--- src/fzc_pkg.sv ---
package fzc_pkg;

  localparam int SAMPLE_BITS = 12;
  localparam int FRAC_BITS   = 8;
  localparam int LEVEL_BITS  = 8;
  localparam int SPEED_BITS  = 16;

  // Membership breakpoints in sample counts
  localparam int EDGE_A = 300;
  localparam int EDGE_B = 400;
  localparam int EDGE_C = 500;
  localparam int EDGE_D = 600;
  localparam int SPAN   = 100;

  // x*2^F/100 as (x*RECIP) >> (RECIP_SHIFT-F); exact for x <= 100, F <= 12
  localparam int RECIP_SHIFT = 28;
  localparam int RECIP       = (2**RECIP_SHIFT + SPAN - 1) / SPAN;
  localparam int RECIP_BITS  = 22;
  localparam int OFS_BITS    = 7;

  // Fuzzifier segment codes
  localparam logic [2:0] SEG_LOW  = 3'd0;
  localparam logic [2:0] SEG_RISE = 3'd1;
  localparam logic [2:0] SEG_MED  = 3'd2;
  localparam logic [2:0] SEG_FALL = 3'd3;
  localparam logic [2:0] SEG_HIGH = 3'd4;

  // Rule conclusion codes
  localparam logic [1:0] CONC_LOW  = 2'd0;
  localparam logic [1:0] CONC_MED  = 2'd1;
  localparam logic [1:0] CONC_HIGH = 2'd2;

  // Configuration register indexes
  localparam logic [1:0] REG_LOW_SPEED  = 2'd0;
  localparam logic [1:0] REG_MID_SPEED  = 2'd1;
  localparam logic [1:0] REG_HIGH_SPEED = 2'd2;

  localparam logic [LEVEL_BITS-1:0] LOW_SPEED_RST  = 8'd30;
  localparam logic [LEVEL_BITS-1:0] MID_SPEED_RST  = 8'd50;
  localparam logic [LEVEL_BITS-1:0] HIGH_SPEED_RST = 8'd70;

  localparam logic [1:0] WALL_LEFT [9] = '{
    CONC_LOW, CONC_LOW, CONC_MED, CONC_MED, CONC_MED, CONC_MED,
    CONC_MED, CONC_HIGH, CONC_MED};
  localparam logic [1:0] WALL_RIGHT [9] = '{
    CONC_HIGH, CONC_MED, CONC_MED, CONC_LOW, CONC_MED, CONC_MED,
    CONC_LOW, CONC_MED, CONC_MED};
  localparam logic [1:0] OBST_LEFT [27] = '{
    CONC_MED, CONC_LOW, CONC_LOW,  CONC_LOW, CONC_LOW, CONC_HIGH,
    CONC_LOW, CONC_LOW, CONC_LOW,
    CONC_LOW, CONC_LOW, CONC_HIGH, CONC_LOW, CONC_MED, CONC_HIGH,
    CONC_MED, CONC_MED, CONC_MED,
    CONC_MED, CONC_MED, CONC_MED,  CONC_MED, CONC_LOW, CONC_MED,
    CONC_MED, CONC_MED, CONC_MED};
  localparam logic [1:0] OBST_RIGHT [27] = '{
    CONC_LOW, CONC_HIGH, CONC_HIGH, CONC_LOW, CONC_LOW, CONC_LOW,
    CONC_LOW, CONC_LOW, CONC_LOW,
    CONC_HIGH, CONC_HIGH, CONC_LOW, CONC_LOW, CONC_LOW, CONC_LOW,
    CONC_MED, CONC_MED, CONC_MED,
    CONC_HIGH, CONC_HIGH, CONC_HIGH, CONC_MED, CONC_MED, CONC_HIGH,
    CONC_HIGH, CONC_HIGH, CONC_MED};

endpackage

--- src/fzc_fuzzify.sv ---
module fzc_fuzzify #(
  parameter int SB = fzc_pkg::SAMPLE_BITS,
  parameter int F  = fzc_pkg::FRAC_BITS
) (
  input  logic          clk,
  input  logic          en,
  input  logic [SB-1:0] dist_in,
  output logic [F:0]    m_low,
  output logic [F:0]    m_med,
  output logic [F:0]    m_high
);

  localparam int OW = fzc_pkg::OFS_BITS;
  localparam int PW = OW + fzc_pkg::RECIP_BITS;
  localparam int SH = fzc_pkg::RECIP_SHIFT - F;
  localparam logic [F:0] ONE = (F+1)'(1) << F;

  logic [2:0]    seg;
  logic [OW-1:0] ofs;
  logic [2:0]    seg_next;
  logic [OW-1:0] ofs_next;
  logic [PW-1:0] prod_up;
  logic [PW-1:0] prod_dn;
  logic [F:0]    frac_up;
  logic [F:0]    frac_dn;

  // Stage 1: locate the segment and the offset into it
  always_comb begin
    seg_next = fzc_pkg::SEG_HIGH;
    ofs_next = '0;
    priority if (dist_in <= SB'(fzc_pkg::EDGE_A)) begin
      seg_next = fzc_pkg::SEG_LOW;
    end else if (dist_in <= SB'(fzc_pkg::EDGE_B)) begin
      seg_next = fzc_pkg::SEG_RISE;
      ofs_next = OW'(dist_in - SB'(fzc_pkg::EDGE_A));
    end else if (dist_in <= SB'(fzc_pkg::EDGE_C)) begin
      seg_next = fzc_pkg::SEG_MED;
    end else if (dist_in <= SB'(fzc_pkg::EDGE_D)) begin
      seg_next = fzc_pkg::SEG_FALL;
      ofs_next = OW'(dist_in - SB'(fzc_pkg::EDGE_C));
    end else begin
      seg_next = fzc_pkg::SEG_HIGH;
    end
  end

  always_ff @(posedge clk) begin
    if (en) begin
      seg <= seg_next;
      ofs <= ofs_next;
    end
  end

  // Stage 2: ramp values by reciprocal multiply
  always_comb begin
    prod_up = PW'(ofs) * PW'(fzc_pkg::RECIP);
    prod_dn = PW'(OW'(fzc_pkg::SPAN) - ofs) * PW'(fzc_pkg::RECIP);
    frac_up = (F+1)'(prod_up >> SH);
    frac_dn = (F+1)'(prod_dn >> SH);
  end

  always_ff @(posedge clk) begin
    if (en) begin
      m_low  <= '0;
      m_med  <= '0;
      m_high <= '0;
      unique case (seg)
        fzc_pkg::SEG_LOW: m_low <= ONE;
        fzc_pkg::SEG_RISE: begin
          m_low <= frac_dn;
          m_med <= frac_up;
        end
        fzc_pkg::SEG_MED: m_med <= ONE;
        fzc_pkg::SEG_FALL: begin
          m_med  <= frac_dn;
          m_high <= frac_up;
        end
        default: m_high <= ONE;
      endcase
    end
  end

endmodule

--- config.mk ---
export PLATFORM = sky130hd
export DESIGN_NAME = fzc_fuzzify
export DESIGN_NICKNAME = d
export VERILOG_FILES = /design/src/fzc_pkg.sv /design/src/fzc_fuzzify.sv
export SDC_FILE = /design/constraint.sdc
export NUM_CORES = 1
export LEC_CHECK = 0
export ABC_CLOCK_PERIOD_IN_PS = 10800
export BUFFER_PORTS_ARGS = -buffer_cell sky130_fd_sc_hd__buf_2
export CAP_MARGIN = 20
export CORE_MARGIN = 3
export CORE_UTILIZATION = 46
export DETAILED_ROUTE_END_ITERATION = 10
export PLACE_DENSITY = 0.72
export SETUP_SLACK_MARGIN = 0.5
export SYNTH_ARGS = -nofsm -noshare
export SYNTH_HDL_FRONTEND = slang
export SYNTH_SLANG_ARGS = --single-unit
--- constraint.sdc ---
create_clock -name clk -period 10.8 [get_ports clk]
set_clock_uncertainty 0.1 [all_clocks]
set_input_delay 0.54 -clock clk [delete_from_list [all_inputs] [get_ports clk]]
set_output_delay 0.54 -clock clk [all_outputs]
set_load 0.03 [all_outputs]
---- Word-level counts from Yosys, hierarchy flattened ----
Index checks and enable logic that the tools add are counted.
storage, ports and cells
  register bits ........................... 37
  output and inout port bits .............. 27
  input port bits ......................... 14
cells by class
  muxes and demuxes ....................... 9
  $mul .................................... 2
  add/subtract/negate cells ............... 3
  $lt $le $gt $ge ......................... 4
  eq/ne operators ......................... 3
  reduce and logical (&&, ||, !) cells .... 4
operator list
  kind                     number
  $le A12 B9 Y1 const B    3
  $pmux W9 S2              2
  $mul A7 B22 Y29 const B  1
  $mul A8 B23 Y29 const B  1
  $pmux W9 S3              1
  $mux W7                  3
  $le A12 B10 Y1 const B   1
  $sub A7 B7 Y8 const A    1
  $sub A7 B6 Y7 const B    1
  $sub A7 B7 Y7 const B    1
  $eq A3 B2 Y1 const B     2
  $reduce_or A3 Y1         2
  $eq A3 B1 Y1 const B     1
  $logic_not A3 Y1         1
  $mux W3                  1
  $mux W2                  1
  $reduce_or A2 Y1         1
  $mux W1                  1

---- Depth between registers and ports, before layout ----
  depth after elaboration ................. 4
  depth in mapped cells ................... 22
  depth with buffers taken out ............ 22

---- Worst setup path before layout ----
Ideal clock, no wire load.
  path type ............................... flip-flop to flip-flop
  from .................................... register ofs[0]
  to ...................................... register m_low[2], data pin
  period minus slack after synthesis ...... 6.070 ns
  stages on the path, launching flop included .. 21
  data arrival time ....................... 5.704 ns
  setup slack ............................. 4.730 ns
  cells stage by stage .................... edfxtp_1 -> inv_1 -> ha_1 -> a21oi_1 -> o21ai_0 -> xor2_1 -> fa_1 -> inv_1 -> fa_1 -> fa_1 -> inv_1 -> fa_1 -> ha_1 -> and4_1 -> and2_1 -> o21a_2 -> a2111oi_4 -> a311oi_2 -> a21oi_1 -> xor2_1 -> nor2_1
on the way
  longest elaborated chain between the ends .. 3
RTL lines
  what                      line               source
  start: declaration        fzc_fuzzify.sv:19  logic [OW-1:0] ofs;
  start signal: assignment  fzc_fuzzify.sv:49  ofs <= ofs_next;
  $sub A7 B7 Y8             fzc_fuzzify.sv:56  prod_dn = PW'(OW'(fzc_pkg::SPAN) - ofs) * PW'(fzc_pkg::RECIP);
  $mul A8 B23 Y29           fzc_fuzzify.sv:56
  $pmux W9 S2               fzc_fuzzify.sv:66  unique case (seg)
  end signal: assignment    fzc_fuzzify.sv:69  m_low <= frac_dn;
  end: declaration          fzc_fuzzify.sv:8   output logic [F:0] m_low,
No other way between the ends.
A chain may end at the register's enable or synchronous reset.

---- Final worst setup path ----
Same ends and word-level chain as after synthesis.

==> out/results.tsv <==
stage	metric	value	unit
yosys	Yosys top cell by area	ha_1	
routing	Detail Route Antenna Nets	0	
cells_and_area	finished layout cell area	0.00689	sq mm
cells_and_area	area grow syn2layout	8.88	%
sta	# setup viols final	0	
routing	DRC viols	0	
yosys	most common cell in the synthesized netlist	ha_1	
yosys	post-synth top area share	30.0	%
floorplan	row cnt	42	
routing	Vias	4685	
worst_setup_path	WS Path Type	reg2reg	
floorplan	Core Region	0.0133	sq mm
routing	Via density	5.45	
sta	fin crit period	6.86	ns
hold_path	HP Class	reg2reg	
placed_design	Post-Place Cell Area	0.00673	sq mm
yosys	Primary FF master, synth	edfxtp_1	
cts	total CTS buffers	5	
yosys	per-instance average area after synthesis	9.87	sq um
cells_and_area	share of cells above drive strength 1	9.50	%
routing	total iterations of the first detailed-routing run	6	
global_routing	vias in the first global route	4953	
cts	post-cts resize count	0	
worst_setup_path	crit path launch type	flop	
sta	Slew HR	32.9	%
cts	hold_buf cts	0	
floorplan	Ports	41	
cts	# Post-CTS Setup Buffers	0	
placed_design	routability cong.	0.906	
cells_and_area	antenna cells	0	
sta	f_max	0.146	GHz
cts	Max Buffers Root-to-Sink	2	
cts	clock sinks	37	
sta	count of pins over their slew limit	0	
floorplan	Die H	123	microns
floorplan	Die ar.	0.0152	sq mm
power	Leak Pwr	3.58	nW
routing	Iteration-0 DRC Markers	355	
sta	RSZ-0062 raised after global routing	no	
cts	root buffer cell	clkbuf_16	
yosys	Syn Inst Count	641	
worst_setup_path	Crit. End Element	flop	
routing	met2 routed WL	6850	microns
global_routing	first-pass GRT wire length	23400	microns
sta	worst slew pin tran	0.999	ns
floorplan	Die W	123	microns
yosys	Post-synth EDFFs	37	
yosys	post-synthesis sequential area ratio	17.6	%
yosys	Area contributors post-synth	ha_1 (30%), fa_1 (19%), edfxtp_1 (18%)	
global_routing	GRT Overall Usage	19.3	%
power	pwr dens	308	mW/mm^2
yosys	most instantiated cells after synthesis	ha_1 (152), inv_1 (134), fa_1 (60)	
cts	CTS tree	yes	
placed_design	DP HPWL	11800	microns
cts	Clock Latency Late Sink	0.28	ns
status	status	finished clean	
yosys	Synth Register Bits	37	
yosys	Synth async-reset ratio	0	%
cts	CTS HTree Levels	2	
sta	Fin Setup TNS	0	ns
sta	Final Hold Fails	0	
worst_setup_path	worst-path maximum fanout	13	
routing	Max Used Layer	met4	
sta	fin crit share	63.5	%
worst_setup_path	WP data required	10.71	ns
yosys	post-synthesis cell type count	58	
power	peak supply drop	0.169	mV
floorplan	starting density of the core	47.4	%
cells_and_area	Final #Nets	909	
placed_design	Port Buffer Count	40	
cts	Clock Pin Slew Worst Setup and Hold Paths	0.06	ns
routing	wl on met1	6210	microns
yosys	Synthesis Warnings	0	
global_routing	largest net degree at the start of global routing	38	
cells_and_area	post-route insts no fill	860	
global_routing	total global routing overflow	0	
yosys	Net Count, Synth	867	
yosys	area of the mapped netlist	0.00633	sq mm
global_routing	initial antenna violation count	0	
flow_run	max-cap viol count	0	
routing	met3 WL	588	microns
worst_setup_path	CP arrival	6.77	ns
cells_and_area	Finished Core Util	51.6	%
routing	final wirelength	14000	microns
placed_design	DP Cell Count	852	
routing	wire length per cell	16.2	microns
==> sequential cells by signal, summed over array words and instances (netlist names) <==
name    cells
m_high      9
m_low       9
m_med       9
ofs         7
seg         3
==> path summary, 6_finish.rpt <==
path         depth (start not counted)  slack, ns   start        end
max                                 21       3.94  ofs[0]   m_low[2]
min                                  1       0.49  seg[2]  m_high[8]
max reg2reg                         21       3.94  ofs[0]   m_low[2]
min reg2reg                          1       0.49  seg[2]  m_high[8]
==> worst max-delay path, stage by stage (launching register included) <==
cell	delay [ns]
edfxtp_1	0.66
inv_1	0.64
a21o_1	0.23
nand2_1	0.08
xnor2_1	0.78
inv_1	0.30
ha_1	0.35
ha_1	0.19
or2_2	0.31
fa_1	0.50
inv_1	0.05
fa_1	0.53
inv_1	0.04
ha_1	0.30
a21oi_1	0.18
nor3b_2	0.08
a211o_1	0.30
a2111oi_4	0.32
a311oi_2	0.14
a21oi_1	0.24
xor2_1	0.17
nor2_1	0.05
==> kinds of logic (layout without fill, tap and decap cells) <==
| family | count (synthesis) | count (layout) | share of synthesized area, % |
|---|---|---|---|
| AOI/OAI and AO/OA | 110 | 110 | 12.2 |
| xor gates and xnor gates | 26 | 26 | 3.60 |
| and+or+nand+nor | 114 | 114 | 8.84 |
| buffers and inverters | 139 | 182 | 8.34 |
| DFF | 37 | 37 | 17.6 |
| muxes | 3 | 3 | 0.474 |
| adders and majority gates | 212 | 212 | 49.0 |
==> report_power, final <==
part / switching (W) / internal (W) / total [W]
combinational: 0.00104 / 0.000713 / 0.00175
clock: 0.0000574 / 0.000108 / 0.000165
sequential: 0.0000133 / 0.000193 / 0.000206
==> metrics by stage <==
step	setup WS [ns]	hold slack [ns]	total power, W
2_1_floorplan	4.73	0.441	0.00152
3_3_place_gp	4.11	0.473	0.00185
4_1_cts	3.94	0.488	0.00211
6_report	3.94	0.491	0.00212
5_1_grt	3.47	0.514	0.00236
3_5_place_dp	3.98	0.478	0.00193
==> layout by cell type (no fill, tap or decap), drive strengths merged, types with 6 or more instances in the layout <==
| master | instances |
|---|---|
| o21a | 6 |
| buf | 40 |
| a211o | 6 |
| nor2 | 37 |
| a21o | 9 |
| inv | 134 |
| o211ai | 7 |
| nand4 | 6 |
| nand2 | 29 |
| nor3 | 9 |
| or2 | 6 |
| a21oi | 34 |
| fa | 60 |
| edfxtp | 37 |
| o21ai | 17 |
| ha | 152 |
| o22ai | 8 |
| xnor2 | 17 |
| xor2 | 9 |
==> metal layers <==
metal | track usage [%] | vias to the layer above
met3 | 1.74 | 26
met2 | 33.5 | 128
met5 | 0 | -
li1 | - | 2254
met1 | 26.2 | 2277
met4 | 4.64 | 0
==> area by class of cell <==
| cell class | count | area (sq um) |
|---|---|---|
| clock buffers | 5 | 125 |
| clock inverters | 3 | 41.3 |
| fillers | 1190 | 6460 |
| inverters | 134 | 503 |
| multi-input cells | 465 | 4690 |
| flip-flops and latches | 37 | 1110 |
| well taps | 176 | 220 |
| repair buffers | 40 | 200 |
Note: power is estimated with default switching activity, not from simulation.
