## src/fzc_pkg.sv

```systemverilog
package fzc_pkg;

  localparam int SAMPLE_BITS = 12;
  localparam int FRAC_BITS   = 8;
  localparam int LEVEL_BITS  = 8;
  localparam int SPEED_BITS  = 16;

  // Membership breakpoints in sample counts
  localparam int EDGE_A = 300;
  localparam int EDGE_B = 400;
  localparam int EDGE_C = 500;
  localparam int EDGE_D = 600;
  localparam int SPAN   = 100;

  // x*2^F/100 as (x*RECIP) >> (RECIP_SHIFT-F); exact for x <= 100, F <= 12
  localparam int RECIP_SHIFT = 28;
  localparam int RECIP       = (2**RECIP_SHIFT + SPAN - 1) / SPAN;
  localparam int RECIP_BITS  = 22;
  localparam int OFS_BITS    = 7;

  // Fuzzifier segment codes
  localparam logic [2:0] SEG_LOW  = 3'd0;
  localparam logic [2:0] SEG_RISE = 3'd1;
  localparam logic [2:0] SEG_MED  = 3'd2;
  localparam logic [2:0] SEG_FALL = 3'd3;
  localparam logic [2:0] SEG_HIGH = 3'd4;

  // Rule conclusion codes
  localparam logic [1:0] CONC_LOW  = 2'd0;
  localparam logic [1:0] CONC_MED  = 2'd1;
  localparam logic [1:0] CONC_HIGH = 2'd2;

  // Configuration register indexes
  localparam logic [1:0] REG_LOW_SPEED  = 2'd0;
  localparam logic [1:0] REG_MID_SPEED  = 2'd1;
  localparam logic [1:0] REG_HIGH_SPEED = 2'd2;

  localparam logic [LEVEL_BITS-1:0] LOW_SPEED_RST  = 8'd30;
  localparam logic [LEVEL_BITS-1:0] MID_SPEED_RST  = 8'd50;
  localparam logic [LEVEL_BITS-1:0] HIGH_SPEED_RST = 8'd70;

  localparam logic [1:0] WALL_LEFT [9] = '{
    CONC_LOW, CONC_LOW, CONC_MED, CONC_MED, CONC_MED, CONC_MED,
    CONC_MED, CONC_HIGH, CONC_MED};
  localparam logic [1:0] WALL_RIGHT [9] = '{
    CONC_HIGH, CONC_MED, CONC_MED, CONC_LOW, CONC_MED, CONC_MED,
    CONC_LOW, CONC_MED, CONC_MED};
  localparam logic [1:0] OBST_LEFT [27] = '{
    CONC_MED, CONC_LOW, CONC_LOW,  CONC_LOW, CONC_LOW, CONC_HIGH,
    CONC_LOW, CONC_LOW, CONC_LOW,
    CONC_LOW, CONC_LOW, CONC_HIGH, CONC_LOW, CONC_MED, CONC_HIGH,
    CONC_MED, CONC_MED, CONC_MED,
    CONC_MED, CONC_MED, CONC_MED,  CONC_MED, CONC_LOW, CONC_MED,
    CONC_MED, CONC_MED, CONC_MED};
  localparam logic [1:0] OBST_RIGHT [27] = '{
    CONC_LOW, CONC_HIGH, CONC_HIGH, CONC_LOW, CONC_LOW, CONC_LOW,
    CONC_LOW, CONC_LOW, CONC_LOW,
    CONC_HIGH, CONC_HIGH, CONC_LOW, CONC_LOW, CONC_LOW, CONC_LOW,
    CONC_MED, CONC_MED, CONC_MED,
    CONC_HIGH, CONC_HIGH, CONC_HIGH, CONC_MED, CONC_MED, CONC_HIGH,
    CONC_HIGH, CONC_HIGH, CONC_MED};

endpackage

```

## src/fzc_divider.sv

```systemverilog
module fzc_divider #(
  parameter int F = fzc_pkg::FRAC_BITS
) (
  input  logic          clk,
  input  logic          rst,
  input  logic          en,
  input  logic          in_valid,
  input  logic          in_wall,
  input  logic [F+12:0] num_left,
  input  logic [F+12:0] num_right,
  input  logic [F+4:0]  den_in,
  output logic          out_valid,
  output logic          out_wall,
  output logic [15:0]   left_speed,
  output logic [15:0]   right_speed
);

  localparam int DW = F + 5;
  localparam int QB = F + 8;

  logic          v   [QB];
  logic          w   [QB];
  logic          zr  [QB];
  logic [DW-1:0] dn  [QB];
  logic [7:0]    lol [QB];
  logic [7:0]    lor [QB];
  logic [DW-1:0] rl  [QB];
  logic [DW-1:0] rr  [QB];
  logic [QB-1:0] ql  [QB];
  logic [QB-1:0] qr  [QB];

  // One quotient bit per stage, both motors share the divisor
  for (genvar k = 0; k < QB; k++) begin : g_stage
    localparam int BI = QB - 1 - k;
    logic          pv, pw, pz;
    logic [DW-1:0] pd, prl, prr;
    logic [7:0]    plol, plor;
    logic [QB-1:0] pql, pqr;
    logic          bl, br, gel, ger;
    logic [DW:0]   tl, tr;
    if (k == 0) begin : g_first
      assign pv   = in_valid;
      assign pw   = in_wall;
      assign pz   = (den_in == '0);
      assign pd   = den_in;
      assign plol = num_left[7:0];
      assign plor = num_right[7:0];
      assign prl  = num_left[F+12:8];
      assign prr  = num_right[F+12:8];
      assign pql  = '0;
      assign pqr  = '0;
    end else begin : g_next
      assign pv   = v[k-1];
      assign pw   = w[k-1];
      assign pz   = zr[k-1];
      assign pd   = dn[k-1];
      assign plol = lol[k-1];
      assign plor = lor[k-1];
      assign prl  = rl[k-1];
      assign prr  = rr[k-1];
      assign pql  = ql[k-1];
      assign pqr  = qr[k-1];
    end
    if (BI >= F) begin : g_bit
      assign bl = plol[BI-F];
      assign br = plor[BI-F];
    end else begin : g_zero
      assign bl = 1'b0;
      assign br = 1'b0;
    end
    assign tl  = {prl, bl};
    assign tr  = {prr, br};
    assign gel = tl >= {1'b0, pd};
    assign ger = tr >= {1'b0, pd};

    always_ff @(posedge clk) begin
      if (rst) begin
        v[k] <= 1'b0;
      end else if (en) begin
        v[k] <= pv;
      end
    end

    always_ff @(posedge clk) begin
      if (en) begin
        w[k]   <= pw;
        zr[k]  <= pz;
        dn[k]  <= pd;
        lol[k] <= plol;
        lor[k] <= plor;
        rl[k]  <= gel ? DW'(tl - {1'b0, pd}) : tl[DW-1:0];
        rr[k]  <= ger ? DW'(tr - {1'b0, pd}) : tr[DW-1:0];
        ql[k]  <= {pql[QB-2:0], gel};
        qr[k]  <= {pqr[QB-2:0], ger};
      end
    end
  end

  logic [QB+15:0] qxl, qxr;
  assign qxl = {16'b0, ql[QB-1]};
  assign qxr = {16'b0, qr[QB-1]};

  assign out_valid   = v[QB-1];
  assign out_wall    = w[QB-1];
  assign left_speed  = zr[QB-1] ? 16'd0 : (|qxl[QB+15:16] ? 16'hFFFF : qxl[15:0]);
  assign right_speed = zr[QB-1] ? 16'd0 : (|qxr[QB+15:16] ? 16'hFFFF : qxr[15:0]);

endmodule

```

## config.mk

```make
export PLATFORM = sky130hd
export DESIGN_NAME = fzc_divider
export DESIGN_NICKNAME = d
export VERILOG_FILES = /design/src/fzc_pkg.sv /design/src/fzc_divider.sv
export SDC_FILE = /design/constraint.sdc
export NUM_CORES = 2
export LEC_CHECK = 0
export BUFFER_PORTS_ARGS = -buffer_cell sky130_fd_sc_hd__buf_4
export CORE_UTILIZATION = 57
export CTS_CLUSTER_DIAMETER = 50
export DETAILED_ROUTE_END_ITERATION = 6
export HOLD_SLACK_MARGIN = 0.12
export PLACE_DENSITY = 0.85
export REMOVE_ABC_BUFFERS = 1
export SYNTH_ARGS = -nofsm -noshare
export SYNTH_HDL_FRONTEND = slang
export SYNTH_SLANG_ARGS = --single-unit
```

## constraint.sdc

```tcl
create_clock -name clk -period 6 [get_ports clk]
set_clock_uncertainty 0.2 [all_clocks]
set_input_delay 0.9 -clock clk [delete_from_list [all_inputs] [get_ports clk]]
set_output_delay 0.9 -clock clk [all_outputs]
set_load 0.01 [all_outputs]
```

Word-level counts from Yosys, hierarchy flattened
Memories as Yosys holds them, arrays and structs flattened. Cells that the tools add are included.

Register bits: 0. RAM bits: 1440. Bits of input ports: 60. Output and inout port bits: 34. Memories kept: 10.

Add/subtract/negate cells: 32. Magnitude comparators: 32. Muxes and demuxes: 56. Bitwise gates (word level): 16. Reductions and logical operators: 1.

Memory list: ql (depth 16, width 16, read ports 16, clocked after memory_dff 0, write ports 16, line fzc_divider.sv:29) `logic [QB-1:0] ql [QB];`; qr (depth 16, width 16, read ports 16, clocked after memory_dff 0, write ports 16, line fzc_divider.sv:30) `logic [QB-1:0] qr [QB];`; dn (depth 16, width 13, read ports 15, clocked after memory_dff 0, write ports 16, line fzc_divider.sv:24) `logic [DW-1:0] dn [QB];`; rl (depth 16, width 13, read ports 15, clocked after memory_dff 0, write ports 16, line fzc_divider.sv:27) `logic [DW-1:0] rl [QB];`; rr (depth 16, width 13, read ports 15, clocked after memory_dff 0, write ports 16, line fzc_divider.sv:28) `logic [DW-1:0] rr [QB];`; lol (depth 16, width 8, read ports 15, clocked after memory_dff 0, write ports 16, line fzc_divider.sv:25) `logic [7:0] lol [QB];`; 4 more memories.

Operators by type and width (count): $ge 14x13->1 (32); $mux 13 (32); $sub 13x13->13 (32); $mux 16 (2); $mux 1 (22); $or 1x1->1 (16); $logic_not 13->1 (1).

Longest topological paths before layout
Depth after elaboration: 4. Gate-level depth with buffers: 12. Depth with buffers taken out: 11.

Worst setup path after synthesis
No wires, ideal clock.

Path type: input-to-reg. From: input port num_left[7]. To: memory rl[0][10] (netlist bit) (data pin). Setup time: 260 ps. Arrival time: 3032 ps. Slack: 2508 ps. Stages on the path: 12. Cells stage by stage: inv_1 -> ha_1 -> inv_1 -> fa_1 -> a21oi_1 -> o221ai_1 -> a221oi_1 -> nand2_1 -> nand3_1 -> nand2_1 -> buf_2 -> mux2_2.

RTL lines: from (decl) (line fzc_divider.sv:9) `input logic [F+12:0] num_left,`; to (decl) (line fzc_divider.sv:27).

==> summary.md <==
| Metric | Value |
|---|---|
| Worst slew pin tran | 1150 ps |
| Gate Count Post-Synth | 4226 |
| Share of layout cells above drive strength 1 | approximately 12% |
| Critical Path Sink | rr[0][94]$_DFFE_PP_ |
| Slew headroom | between 20% and 30% |
| Yosys reg bits | 961 |
| Async S/R FF share, synth | 0% |
| Final Max Slew Viols | 0 |
| WL final | between 100000 and 150000 microns |
| Fin util | between 60 and 70% |
| Crit path launch type | register |
| Drt drc | 0 |
| Via Count | 33600 |
| Clock sinks | 961 |
| CTS Buf Count | about 110 |
| Synth Cell Area | roughly 0.052 sq mm |
| Leak pwr | 23.3 nW |
| Hold WS | 171 ps |
| Synth top area share | a little under three fifths |
| Overall global routing resource usage | about 24% |
| WP data arrival | 4120 ps |
| Ys flop type | edfxtp_1 |
| Post-DR wirelength/cell | between 15 and 20 microns |
| Starting density of the core | between 50 and 60% |
| Gpl congestion | between 0.9 and 1 |
| Number of synthesized flops with an enable pin | ~960 |
| CTS H-tree lvls | 3 |
| Fmax | roughly 0.26 GHz |
| Setup TNS | 0 ps |
| Fillers | 6550 |
| Postcts setup bufs | 0 |
| WHS Path Cells | 1 |
| Clock share of power | 22.4% |
| Required @ worst endpoint | 6230 ps |
| Congestion Overflow GR | 0 |
| Reg2reg path depth | 11 |
| Power share of the combinational group | between 40% and 50% |
| Antenna diodes | 0 |
| Synth Warn # | 0 |
| Finished Layout Cells | approximately 5700 |
| Initial antenna violation count | 2 |
| Reg2reg setup slack | 2110 ps |
| CTS Root Cell | clkbuf_16 |
| Sw Share | between 30% and 40% |
| TritonCTS clock tree | built |
| Reg clk slew, reported paths | approximately 60 ps |
| FF-to-FF End | rr[0][94]$_DFFE_PP_ |
| Clk buf depth | 3 |
| # rows | 110 |
| DRT iter0 DRCs | around 3100 |
| Die X | 304 microns |
| Max-Cap Viols | 0 |
| Global-route wire length before repair | about 180000 microns |
| Final Hold Fails | 0 |
| I/O pin cnt | 94 |
| Core ar. | 0.0903 sq mm |
| RR Startpoint | lor[0][48]$_DFFE_PP_ |
| Internal Dissipation | 0.0196 W |
| Pwr/cell area | 526 mW/mm^2 |
| RSZ-0062 raised after global routing | no |
| Pin count of the biggest net entering global routing | 175 |
| Critical path peak fanout | 24 |
| Period Utilization, post-route | between 60% and 70% |
| Sequential share of power | 36.4% |
| Worst-Skew Late Latency | 700 ps |
| Sw power | 0.0109 W |
| Top post-synthesis cells by area | edfxtp_1 55%, ha_1 9.9%, mux2_2 4.4% |
| Die area | 0.0927 sq mm |
| Post-synthesis cell type count | roughly 80 |
| Setup Viol. Count Final | 0 |
| Placed Cells | between 5000 and 6000 |
| CP Class | reg -> reg |
| Fin nets | 4884 |
| Maximum vdd drop | 269 uV |
| CP Launch Point | lor[0][48]$_DFFE_PP_ |
| Post-DP HPWL | approximately 80000 microns |
| Mean Syn Cell Area | 12.3 sq um |
| Worst setup EP type | register |
| Drt via density | slightly below 6 |
| Worst Hold Class | in -> reg |
| Area grow syn2layout | 11.3% |
| Die H | just over 300 microns |
| Number of port buffers | between 90 and 100 |
| Top cell type by total area after synthesis | edfxtp_1 |
| Vias in the first global route | between 30000 and 40000 |
| Post-DRT Antenna Nets | 0 |
| Outcome | finished clean |
| First-pass detailed-route iteration total | 6 |
| Post-synthesis sequential area ratio | 55.4% |
| Min Tclk post-route | about 4000 ps |
-- power by group through the flow --
stage               logic (W)  clock network (W)  registers [W]
floorplan             0.00965                  0         0.0106
global placement       0.0118                  0         0.0112
detailed placement     0.0122                  0         0.0112
CTS                    0.0124            0.00697         0.0111
global route           0.0139            0.00723         0.0112
finish                 0.0125            0.00684         0.0111
-- registers in the layout (all words and copies together) (netlist names) --
| register | cells |
|---|---|
| lol | 28 |
| rl | 195 |
| w | 16 |
| v | 16 |
| ql | 136 |
| lor | 28 |
| qr | 136 |
| dn | 195 |
| rr | 195 |
| zr | 16 |
-- kinds of logic (layout without fill, tap and decap cells) --
family,after synthesis,count (layout),synth area share (%)
muxes,238,238,5.06
adders and majority gates,444,444,11.1
xor gates and xnor gates,267,267,4.49
DFF,961,961,55.4
and+or+nand+nor,951,951,8.96
buffers and inverters,398,646,2.97
AOI/OAI and AO/OA,967,967,12.1
-- worst min path at each step --
stage	end	slack, ps	startpoint
6_report	lor[0][3]$_DFFE_PP_	170	num_right[3]
5_1_grt	lol[0][5]$_DFFE_PP_	140	num_left[5]
4_1_cts	lol[0][5]$_DFFE_PP_	130	num_left[5]
3_5_place_dp	lol[0][10]$_DFFE_PP_	200	lol[0][2]$_DFFE_PP_
3_3_place_gp	qr[6][26]$_DFFE_PP_	200	qr[6][9]$_DFFE_PP_
2_1_floorplan	lol[0][10]$_DFFE_PP_	200	lol[0][2]$_DFFE_PP_
-- worst max-delay path, stage by stage (launching register included) --
cell and delay (ps):
edfxtp_1 400, inv_1 80, ha_1 180, inv_1 60, fa_1 410, a21o_1 190, a21oi_2 200, o21ai_1 80
a221o_1 400, o41ai_4 1010, inv_2 80, mux2_1 350
-- area by class of cell --
| cell class | instances | area, sq um | share of cell area (%) |
|---|---|---|---|
| clock buffer | 120 | 2810 | 4.85 |
| inverter | 327 | 1230 | 2.12 |
| multi-input combinational | 2867 | 21700 | 37.5 |
| timing repair buffer | 112 | 928 | 1.60 |
| tap | 1176 | 1470 | 2.54 |
| sequential | 961 | 28900 | 49.7 |
| clock inverter | 87 | 983 | 1.69 |
-- routing by layer --
metal	share of wire (%)	GRT usage [%]	vias up
li1	-	-	16000
met4	2.9	8.01	2
met1	43	33.2	16200
met5	0.0098	0	-
met2	47	39.2	1198
met3	7.1	3.67	209
-- synthesized netlist by cell type (19+ instances only) --
cell      instances
mux2_2          204
nor2b_1          99
xor2_1          119
nand2b_1         81
o21a_1           64
nand2_1         241
clkbuf_1         47
mux2i_1          33
a21oi_1         228
a211oi_1         19
o21ai_0         246
nor2_1          251
and3_1           27
nor3_1           75
xnor2_1         148
and2_1           27
edfxtp_1        961
a31oi_1          29
nand4_1          39
nand3_1          49
o31ai_1          47
fa_1             30
inv_1           326
a21o_1          142
ha_1            414
-- cell usage in the layout, fill, tap and decap left out, drive strengths merged, types with 12 or more instances in the layout --
cell type	netlist	routed
clkbuf	49	120
o21bai	14	14
mux2	205	205
nor4	13	13
ha	414	414
and2	27	27
a31oi	29	29
a211oi	19	19
a21boi	15	15
nor3	75	75
nand3	49	49
a21o	142	142
o31ai	49	49
mux2i	33	33
xor2	119	119
buf	22	110
xnor2	148	148
nand2	241	241
clkinvlp	0	17
o211ai	18	18
a211o	16	16
nand2b	81	81
clkinv	0	46
nor2	251	251
nor2b	99	99
a21oi	235	235
o21ai	261	261
inv	327	340
o21a	64	64
edfxtp	961	961
nand4	39	39
and3	27	27
fa	30	30
or2	13	13
a221oi	13	13
or3	12	12
-- through the flow --
step	power (W)	worst slack, ps	instance area (sq um)
2_1_floorplan	0.0202	2010	51800
3_3_place_gp	0.0230	2020	54200
3_5_place_dp	0.0235	1920	54200
4_1_cts	0.0305	2140	58000
5_1_grt	0.0323	1850	58000
6_report	0.0305	2110	58000
-- timing repair --
item / 4_1_cts / 5_1_grt
hold buffers: 2 / 0
endpoints found under the hold margin: 2 / 0
resized for setup: 0 / 0
Power figures use the tool's default switching activity.
