### src/fzc_pkg.sv
package fzc_pkg;

  localparam int SAMPLE_BITS = 12;
  localparam int FRAC_BITS   = 8;
  localparam int LEVEL_BITS  = 8;
  localparam int SPEED_BITS  = 16;

  // Membership breakpoints in sample counts
  localparam int EDGE_A = 300;
  localparam int EDGE_B = 400;
  localparam int EDGE_C = 500;
  localparam int EDGE_D = 600;
  localparam int SPAN   = 100;

  // x*2^F/100 as (x*RECIP) >> (RECIP_SHIFT-F); exact for x <= 100, F <= 12
  localparam int RECIP_SHIFT = 28;
  localparam int RECIP       = (2**RECIP_SHIFT + SPAN - 1) / SPAN;
  localparam int RECIP_BITS  = 22;
  localparam int OFS_BITS    = 7;

  // Fuzzifier segment codes
  localparam logic [2:0] SEG_LOW  = 3'd0;
  localparam logic [2:0] SEG_RISE = 3'd1;
  localparam logic [2:0] SEG_MED  = 3'd2;
  localparam logic [2:0] SEG_FALL = 3'd3;
  localparam logic [2:0] SEG_HIGH = 3'd4;

  // Rule conclusion codes
  localparam logic [1:0] CONC_LOW  = 2'd0;
  localparam logic [1:0] CONC_MED  = 2'd1;
  localparam logic [1:0] CONC_HIGH = 2'd2;

  // Configuration register indexes
  localparam logic [1:0] REG_LOW_SPEED  = 2'd0;
  localparam logic [1:0] REG_MID_SPEED  = 2'd1;
  localparam logic [1:0] REG_HIGH_SPEED = 2'd2;

  localparam logic [LEVEL_BITS-1:0] LOW_SPEED_RST  = 8'd30;
  localparam logic [LEVEL_BITS-1:0] MID_SPEED_RST  = 8'd50;
  localparam logic [LEVEL_BITS-1:0] HIGH_SPEED_RST = 8'd70;

  localparam logic [1:0] WALL_LEFT [9] = '{
    CONC_LOW, CONC_LOW, CONC_MED, CONC_MED, CONC_MED, CONC_MED,
    CONC_MED, CONC_HIGH, CONC_MED};
  localparam logic [1:0] WALL_RIGHT [9] = '{
    CONC_HIGH, CONC_MED, CONC_MED, CONC_LOW, CONC_MED, CONC_MED,
    CONC_LOW, CONC_MED, CONC_MED};
  localparam logic [1:0] OBST_LEFT [27] = '{
    CONC_MED, CONC_LOW, CONC_LOW,  CONC_LOW, CONC_LOW, CONC_HIGH,
    CONC_LOW, CONC_LOW, CONC_LOW,
    CONC_LOW, CONC_LOW, CONC_HIGH, CONC_LOW, CONC_MED, CONC_HIGH,
    CONC_MED, CONC_MED, CONC_MED,
    CONC_MED, CONC_MED, CONC_MED,  CONC_MED, CONC_LOW, CONC_MED,
    CONC_MED, CONC_MED, CONC_MED};
  localparam logic [1:0] OBST_RIGHT [27] = '{
    CONC_LOW, CONC_HIGH, CONC_HIGH, CONC_LOW, CONC_LOW, CONC_LOW,
    CONC_LOW, CONC_LOW, CONC_LOW,
    CONC_HIGH, CONC_HIGH, CONC_LOW, CONC_LOW, CONC_LOW, CONC_LOW,
    CONC_MED, CONC_MED, CONC_MED,
    CONC_HIGH, CONC_HIGH, CONC_HIGH, CONC_MED, CONC_MED, CONC_HIGH,
    CONC_HIGH, CONC_HIGH, CONC_MED};

endpackage

### src/fzc_rules.sv
module fzc_rules #(
  parameter int F = fzc_pkg::FRAC_BITS
) (
  input  logic           clk,
  input  logic           rst,
  input  logic           en,
  input  logic           in_valid,
  input  logic           in_wall,
  input  logic [F:0]     m1 [3],
  input  logic [F:0]     m2 [3],
  input  logic [F:0]     m3 [3],
  input  logic [7:0]     low_speed,
  input  logic [7:0]     mid_speed,
  input  logic [7:0]     high_speed,
  output logic           out_valid,
  output logic           out_wall,
  output logic [F+12:0]  num_left,
  output logic [F+12:0]  num_right,
  output logic [F+4:0]   den
);

  localparam int MW = F + 1;
  localparam int DW = F + 5;
  localparam int NW = DW + 8;

  logic [MW-1:0] str [27];
  logic [1:0]    cls_l [27];
  logic [1:0]    cls_r [27];
  logic          v3, v4, v5;
  logic          w3, w4, w5;
  logic [DW-1:0] grp_l [3][3];
  logic [DW-1:0] grp_r [3][3];
  logic [DW-1:0] grp_d [3];
  logic [DW-1:0] tot_l [3];
  logic [DW-1:0] tot_r [3];
  logic [DW-1:0] tot_d;

  // Stage 3: rule strengths and conclusions
  for (genvar r = 0; r < 27; r++) begin : g_rule
    localparam int I = r / 9;
    localparam int J = (r / 3) % 3;
    localparam int K = r % 3;
    logic [MW-1:0] s_ob;
    logic [MW-1:0] s_w;
    logic [MW-1:0] a_ij;
    assign a_ij = (m1[I] < m2[J]) ? m1[I] : m2[J];
    assign s_ob = (a_ij < m3[K]) ? a_ij : m3[K];
    if (r < 9) begin : g_wall
      localparam int WI = r / 3;
      localparam int WJ = r % 3;
      assign s_w = (m1[WI] < m2[WJ]) ? m1[WI] : m2[WJ];
    end else begin : g_nowall
      assign s_w = '0;
    end
    always_ff @(posedge clk) begin
      if (en) begin
        str[r] <= in_wall ? s_w : s_ob;
        if (r < 9) begin
          cls_l[r] <= in_wall ? fzc_pkg::WALL_LEFT[r % 9] : fzc_pkg::OBST_LEFT[r];
          cls_r[r] <= in_wall ? fzc_pkg::WALL_RIGHT[r % 9] : fzc_pkg::OBST_RIGHT[r];
        end else begin
          cls_l[r] <= fzc_pkg::OBST_LEFT[r];
          cls_r[r] <= fzc_pkg::OBST_RIGHT[r];
        end
      end
    end
  end

  // Stage 4: per-class sums over groups of nine rules
  always_ff @(posedge clk) begin
    if (en) begin
      for (int g = 0; g < 3; g++) begin
        logic [DW-1:0] al [3];
        logic [DW-1:0] ar [3];
        logic [DW-1:0] ad;
        for (int c = 0; c < 3; c++) begin
          al[c] = '0;
          ar[c] = '0;
        end
        ad = '0;
        for (int n = 0; n < 9; n++) begin
          ad = ad + DW'(str[g*9+n]);
          for (int c = 0; c < 3; c++) begin
            if (cls_l[g*9+n] == 2'(c)) al[c] = al[c] + DW'(str[g*9+n]);
            if (cls_r[g*9+n] == 2'(c)) ar[c] = ar[c] + DW'(str[g*9+n]);
          end
        end
        for (int c = 0; c < 3; c++) begin
          grp_l[g][c] <= al[c];
          grp_r[g][c] <= ar[c];
        end
        grp_d[g] <= ad;
      end
    end
  end

  // Stage 5: totals
  always_ff @(posedge clk) begin
    if (en) begin
      for (int c = 0; c < 3; c++) begin
        tot_l[c] <= grp_l[0][c] + grp_l[1][c] + grp_l[2][c];
        tot_r[c] <= grp_r[0][c] + grp_r[1][c] + grp_r[2][c];
      end
      tot_d <= grp_d[0] + grp_d[1] + grp_d[2];
    end
  end

  // Stage 6: weight class sums by speed levels
  always_ff @(posedge clk) begin
    if (en) begin
      num_left  <= NW'(tot_l[fzc_pkg::CONC_LOW] * NW'(low_speed)
                 + tot_l[fzc_pkg::CONC_MED] * NW'(mid_speed)
                 + tot_l[fzc_pkg::CONC_HIGH] * NW'(high_speed));
      num_right <= NW'(tot_r[fzc_pkg::CONC_LOW] * NW'(low_speed)
                 + tot_r[fzc_pkg::CONC_MED] * NW'(mid_speed)
                 + tot_r[fzc_pkg::CONC_HIGH] * NW'(high_speed));
      den       <= tot_d;
    end
  end

  always_ff @(posedge clk) begin
    if (rst) begin
      v3 <= 1'b0;
      v4 <= 1'b0;
      v5 <= 1'b0;
      out_valid <= 1'b0;
    end else if (en) begin
      v3 <= in_valid;
      v4 <= v3;
      v5 <= v4;
      out_valid <= v5;
    end
  end

  always_ff @(posedge clk) begin
    if (en) begin
      w3 <= in_wall;
      w4 <= w3;
      w5 <= w4;
      out_wall <= w5;
    end
  end

endmodule

### config.mk
export PLATFORM = sky130hd
export DESIGN_NAME = fzc_rules
export DESIGN_NICKNAME = d
export VERILOG_FILES = /design/src/fzc_pkg.sv /design/src/fzc_rules.sv
export SDC_FILE = /design/constraint.sdc
export NUM_CORES = 2
export LEC_CHECK = 0
export BUFFER_PORTS_ARGS = -buffer_cell sky130_fd_sc_hd__buf_4
export CAP_MARGIN = 20
export CORE_MARGIN = 2
export CORE_UTILIZATION = 23
export CTS_BUF_LIST = sky130_fd_sc_hd__clkbuf_16
export DETAILED_ROUTE_END_ITERATION = 8
export GPL_ROUTABILITY_DRIVEN = 0
export PLACE_DENSITY = 0.41
export SYNTH_ARGS = -nofsm -noshare
export SYNTH_HDL_FRONTEND = slang
export SYNTH_SLANG_ARGS = --single-unit
### constraint.sdc
create_clock -name clk -period 21.4 [get_ports clk]
set_clock_uncertainty 0.2 [all_clocks]
set_input_delay 0 -clock clk [delete_from_list [all_inputs] [get_ports clk]]
set_output_delay 0 -clock clk [all_outputs]
set_load 0.05 [all_outputs]
# After elaboration in Yosys (flattened, before gate mapping)
# Memory sizes are Yosys's and may differ from the RTL's.
# Index checks and enable logic that the tools add are counted.
# op_classes
n_addsub,186
multipliers,6
order_cmp,36
n_eq_ne,108
muxes,393
n_reduce_logical,54
# op_table
operator,count
13-bit two-way mux,306
13-bit by 9-bit adder with 13-bit output,156
9-bit two-way mux,81
9-bit < comparator,36
13-bit adder,14
13-bit by 8-bit multiplier with 21-bit output,6
"2-bit by 1-bit == test with 1-bit output, second input constant",54
"2-bit == test, second input constant",54
2-bit logical NOT,54
21-bit adder,4
12-bit by 9-bit adder with 13-bit output,3
11-bit by 9-bit adder with 12-bit output,3
10-bit by 9-bit adder with 11-bit output,3
9-bit by 9-bit adder with 10-bit output,3
1-bit two-way mux,4
2-bit two-way mux,2
# word_totals
reg_bits,76
ramBits,702
input_bits,110
out_inout_bits,57
wordCells,803
n_memories,8
# mem_list
name,words,width,read_ports,rd_clocked_by_memory_dff,write_ports,line,source
str,27,9,27,0,27,fzc_rules.sv:26,logic [MW-1:0] str [27];
grp_l,3,39,3,0,3,fzc_rules.sv:31,logic [DW-1:0] grp_l [3][3];
grp_r,3,39,3,0,3,fzc_rules.sv:32,logic [DW-1:0] grp_r [3][3];
cls_l,27,2,27,0,27,fzc_rules.sv:27,logic [1:0] cls_l [27];
cls_r,27,2,27,0,27,fzc_rules.sv:28,logic [1:0] cls_r [27];
grp_d,3,13,3,0,3,fzc_rules.sv:33,logic [DW-1:0] grp_d [3];
2 more memories,n/a,n/a,n/a,n/a,n/a,n/a,

# Depth between registers and ports, before layout
# An unclocked memory read counts as a cell.
# depth
word_depth,28
depth_mapped,55
depth_no_buf,50

# Worst setup path after synthesis
# Ideal clock, no wire load.
# synth_path
path_type,register to register
startpoint,"memory cls_r[7][0], in the netlist cls_r[0][14]"
endpoint,memory grp_r[0][38] (netlist bit) (data pin)
setup_time_ps,272
t_arrival_ps,10109
required_ps,20928
slack_ps,10819
stages_incl_launch_ff,53
path_buffers,5
period_less_slack_ps,10581
cell_sequence,edfxtp_1 > clkbuf_1 > clkbuf_1 > clkbuf_1 > clkbuf_1 > clkbuf_1 > nor2b_1 > ha_1 > fa_1 > a21o_1 > a21o_1 > xnor2_1 > o21ai_0 > and2_1 > ha_1 > o21a_1 > o31a_1 > a211o_1 > [... 17 more ...] > o21ai_0 > ha_1 > o21ai_0 > a21boi_0 > nor2_1 > ha_1 > xnor2_1 > o21ai_0 > ha_1 > a21o_1 > a31o_2 > a211oi_1 > nor3_1 > mux2i_1 > o21a_1 > o21ai_4 > and3_1 > or4b_1
# synth_lines
item,line
from (decl),fzc_rules.sv:28
to (decl),fzc_rules.sv:32

==> metrics.txt <==
adder-cell share of the synthesized area=37.3%; first-pass GRT wire length=437 mm; Arr. time, crit path=11.76 ns; Setup CP Type=reg -> reg; fin. max-slew vios=0; DP Cell Count=12900; Synth area leaders=edfxtp_1 (23%), fa_1 (20%), ha_1 (17%); Die Wd=595 um; number of synthesized register bits=620; most frequent cells in the layout=inv_1 (1186), ha_1 (1086), fa_1 (818); slowest cell delay on critical path=0.67 ns; critical path startpoint=cls_r[0][14]; Worst setup SP type=register; Crit. End Element=register; Synth Cell Area=between 0.08 and 0.09 mm2; max-cap check violation count=0; Netlist cell types=96; drc violations=0; initial DRC count=4076; via count=a little over 60000; CP top delay family=compound AO/OA/AOI/OAI gates; worst hold path type=in -> reg; Mapped Avg Cell Area=9.78 um2; die height=595 um; Layout Cells excl Fill=around 13000; Hold Fails Final Rpt=0; Rel. slew slack=approximately 16%; EDFF count, synth=~620; Critical path buffers and inverters=2; I/O pins=between 150 and 200; Post-synth ARST share=0%; Fillers=37100; Root Buffer=clkbuf_16; Hold Crit Start=en; wire per inst=22.7 um; main combinational cell family by area after synthesis=adder cells; hold endpoint=num_right[7]; final setup fails=0; most common cell after layout, fill and taps aside=inv_1; layout cells sized above 1=6.20%; clk slew on worst S/H paths=0.06 ns; global route total overflow=0; fin area=0.0920 mm2; setup TNS=0 ns; fmax=approximately 87 MHz; Slowest-stage cell, CP=buf_4; r2r setup slk=9.94 ns; min Tclk post-route=11.46 ns; Initial Util=23.1%; Initial DRT Pass Iterations=6; Final HPWL DP=244 mm; Compound-Gate Fraction of Synth Area=13.6%; post-CTS setup buffers=0; Row Count=217; worst-margin pin slew=between 1 and 1.5 ns; Synth Instances=8225; core area=roughly 0.35 mm2; main flop type after synthesis=edfxtp_1; Cells on Worst Hold Path=2; vias per cell=approximately 4.6; post-synthesis sequential area ratio=between 20% and 30%; XOR/XNOR Fraction of Synth Area=5.55%; CTS HTree Levels=3; status=finished, final reports clean; post-synth top area share=23.0%; Final Cycle Share=53.5%; post-synthesis mux area share=about 2.8%; antenna violations before repair=21; Reg2Reg Depth=46; I/O Buffers=166; synth-to-layout area growth=14.4%; worst reg2reg startpoint=cls_r[0][14]; largest net degree at the start of global routing=108; clock sink total=620; critical path's most frequent cell=ha_1; GRT Overall Usage=16.8%; CTS tree=done; worst skew pair latency=0.83 ns; R2R Path End=grp_r[0][38]; Routed WL=301 mm; Antenna Nets Post-Route=0; TritonCTS Buffers=87; Yosys warnings=0; nets=10600; Crit Path Max Fanout=51; post-synthesis net count=10200; DP Area=0.0875 mm2; leading area contributor after synthesis=edfxtp_1; Post-Synth Simple-Gate Area=11.4%; RSZ-0062 raised after global routing=false; Die Area=~0.35 mm2; vias in the first global route=63000; WP data required=21.70 ns; Clock Tree Buf Depth=4
-- logic make-up after synthesis --
kind of cell               after synthesis
adders and majority gates             1904
muxes                                  217
DFF                                    620
AOI/OAI and AO/OA                     1711
and+or+nand+nor                       1921
buffers and inverters                 1351
xor gates and xnor gates               501
-- Yosys cell counts (24+ instances only) --
master    number
inv_1       1168
ha_1        1086
fa_1         818
nand2_1      676
edfxtp_1     616
o21ai_0      458
nor2_1       449
a21oi_1      445
xnor2_1      357
and2_1       334
a21o_1       258
mux2i_1      150
clkbuf_1     148
xor2_1       137
o21bai_1     133
nor2b_1      124
a211oi_1     120
nand2b_1     103
mux2_2        66
nand4_1       62
nor3_1        60
a21boi_0      53
o21a_1        50
nand3_1       34
o31ai_1       24
-- state kept, by name, summed over array words and instances (netlist names) --
signal / count
str: 243
grp_r: 94
grp_l: 91
grp_d: 39
tot_r: 39
tot_l: 37
num_left: 21
num_right: 21
den: 13
tot_d: 13
cls_r: 2
out_valid: 1
out_wall: 1
v3: 1
v4: 1
v5: 1
w4: 1
w5: 1
-- worst register-to-register path: cells and delay by family, from the launching register on --
| kind | cells | cell delay (ns) |
|---|---|---|
| AND/OR/NAND/NOR | 10 | 2.05 |
| AO/OA/AOI/OAI | 23 | 4.30 |
| XOR/XNOR | 2 | 0.33 |
| adder cells (fa/ha/maj) | 8 | 2.71 |
| flip-flops | 1 | 0.32 |
| buffers and inverters | 2 | 1.14 |
| multiplexers | 1 | 0.16 |
-- stage by stage --
stage	worst slack [ns]	util (%)	hold WS (ns)
after detailed placement	10.11	25.1	-0.00324
after CTS	10.07	26.4	0.0455
after global placement	10.19	25.1	-0.0144
final	9.94	26.4	0.0560
after global routing	9.01	26.4	0.0566
after floorplan	10.82	-	-0.128
-- how the worst max path moves through the flow --
stage,slack [ns],endpoint,depth (start not counted)
6_report,9.94,grp_r[0][38],46
2_1_floorplan,10.82,grp_r[0][38],52
3_5_place_dp,10.11,grp_r[0][38],46
3_3_place_gp,10.19,grp_r[0][38],46
5_1_grt,9.01,grp_r[0][38],47
4_1_cts,10.07,grp_r[0][38],46
-- final cells by class --
class	count	area (um2)	share of cell area (%)
Antenna cell	17	42.5	0.0462
Inverter	1177	4420	4.80
Tap cell	4599	5750	6.25
Multi-Input combinational cell	6254	56800	61.7
Sequential cell	620	18600	20.2
Clock buffer	88	2200	2.39
Clock inverter	64	578	0.628
Timing Repair Buffer	431	3670	3.99
-- routing by layer --
layer	global-route usage, %	vias up	routed length (um)
li1	-	28600	-
met1	22.1	30400	134000
met2	28.2	1629	140000
met3	2.04	420	13900
met4	6.10	10	12500
met5	0	-	69
-- timing repair --
item                      4_1_cts  5_1_grt
hold buffers                  164        0
gates resized for setup         0        0
hold endpoints to repair      312        0
Power is not shown: default switching activity piles up to over one toggle a cycle in this logic, so the estimate is an artifact.
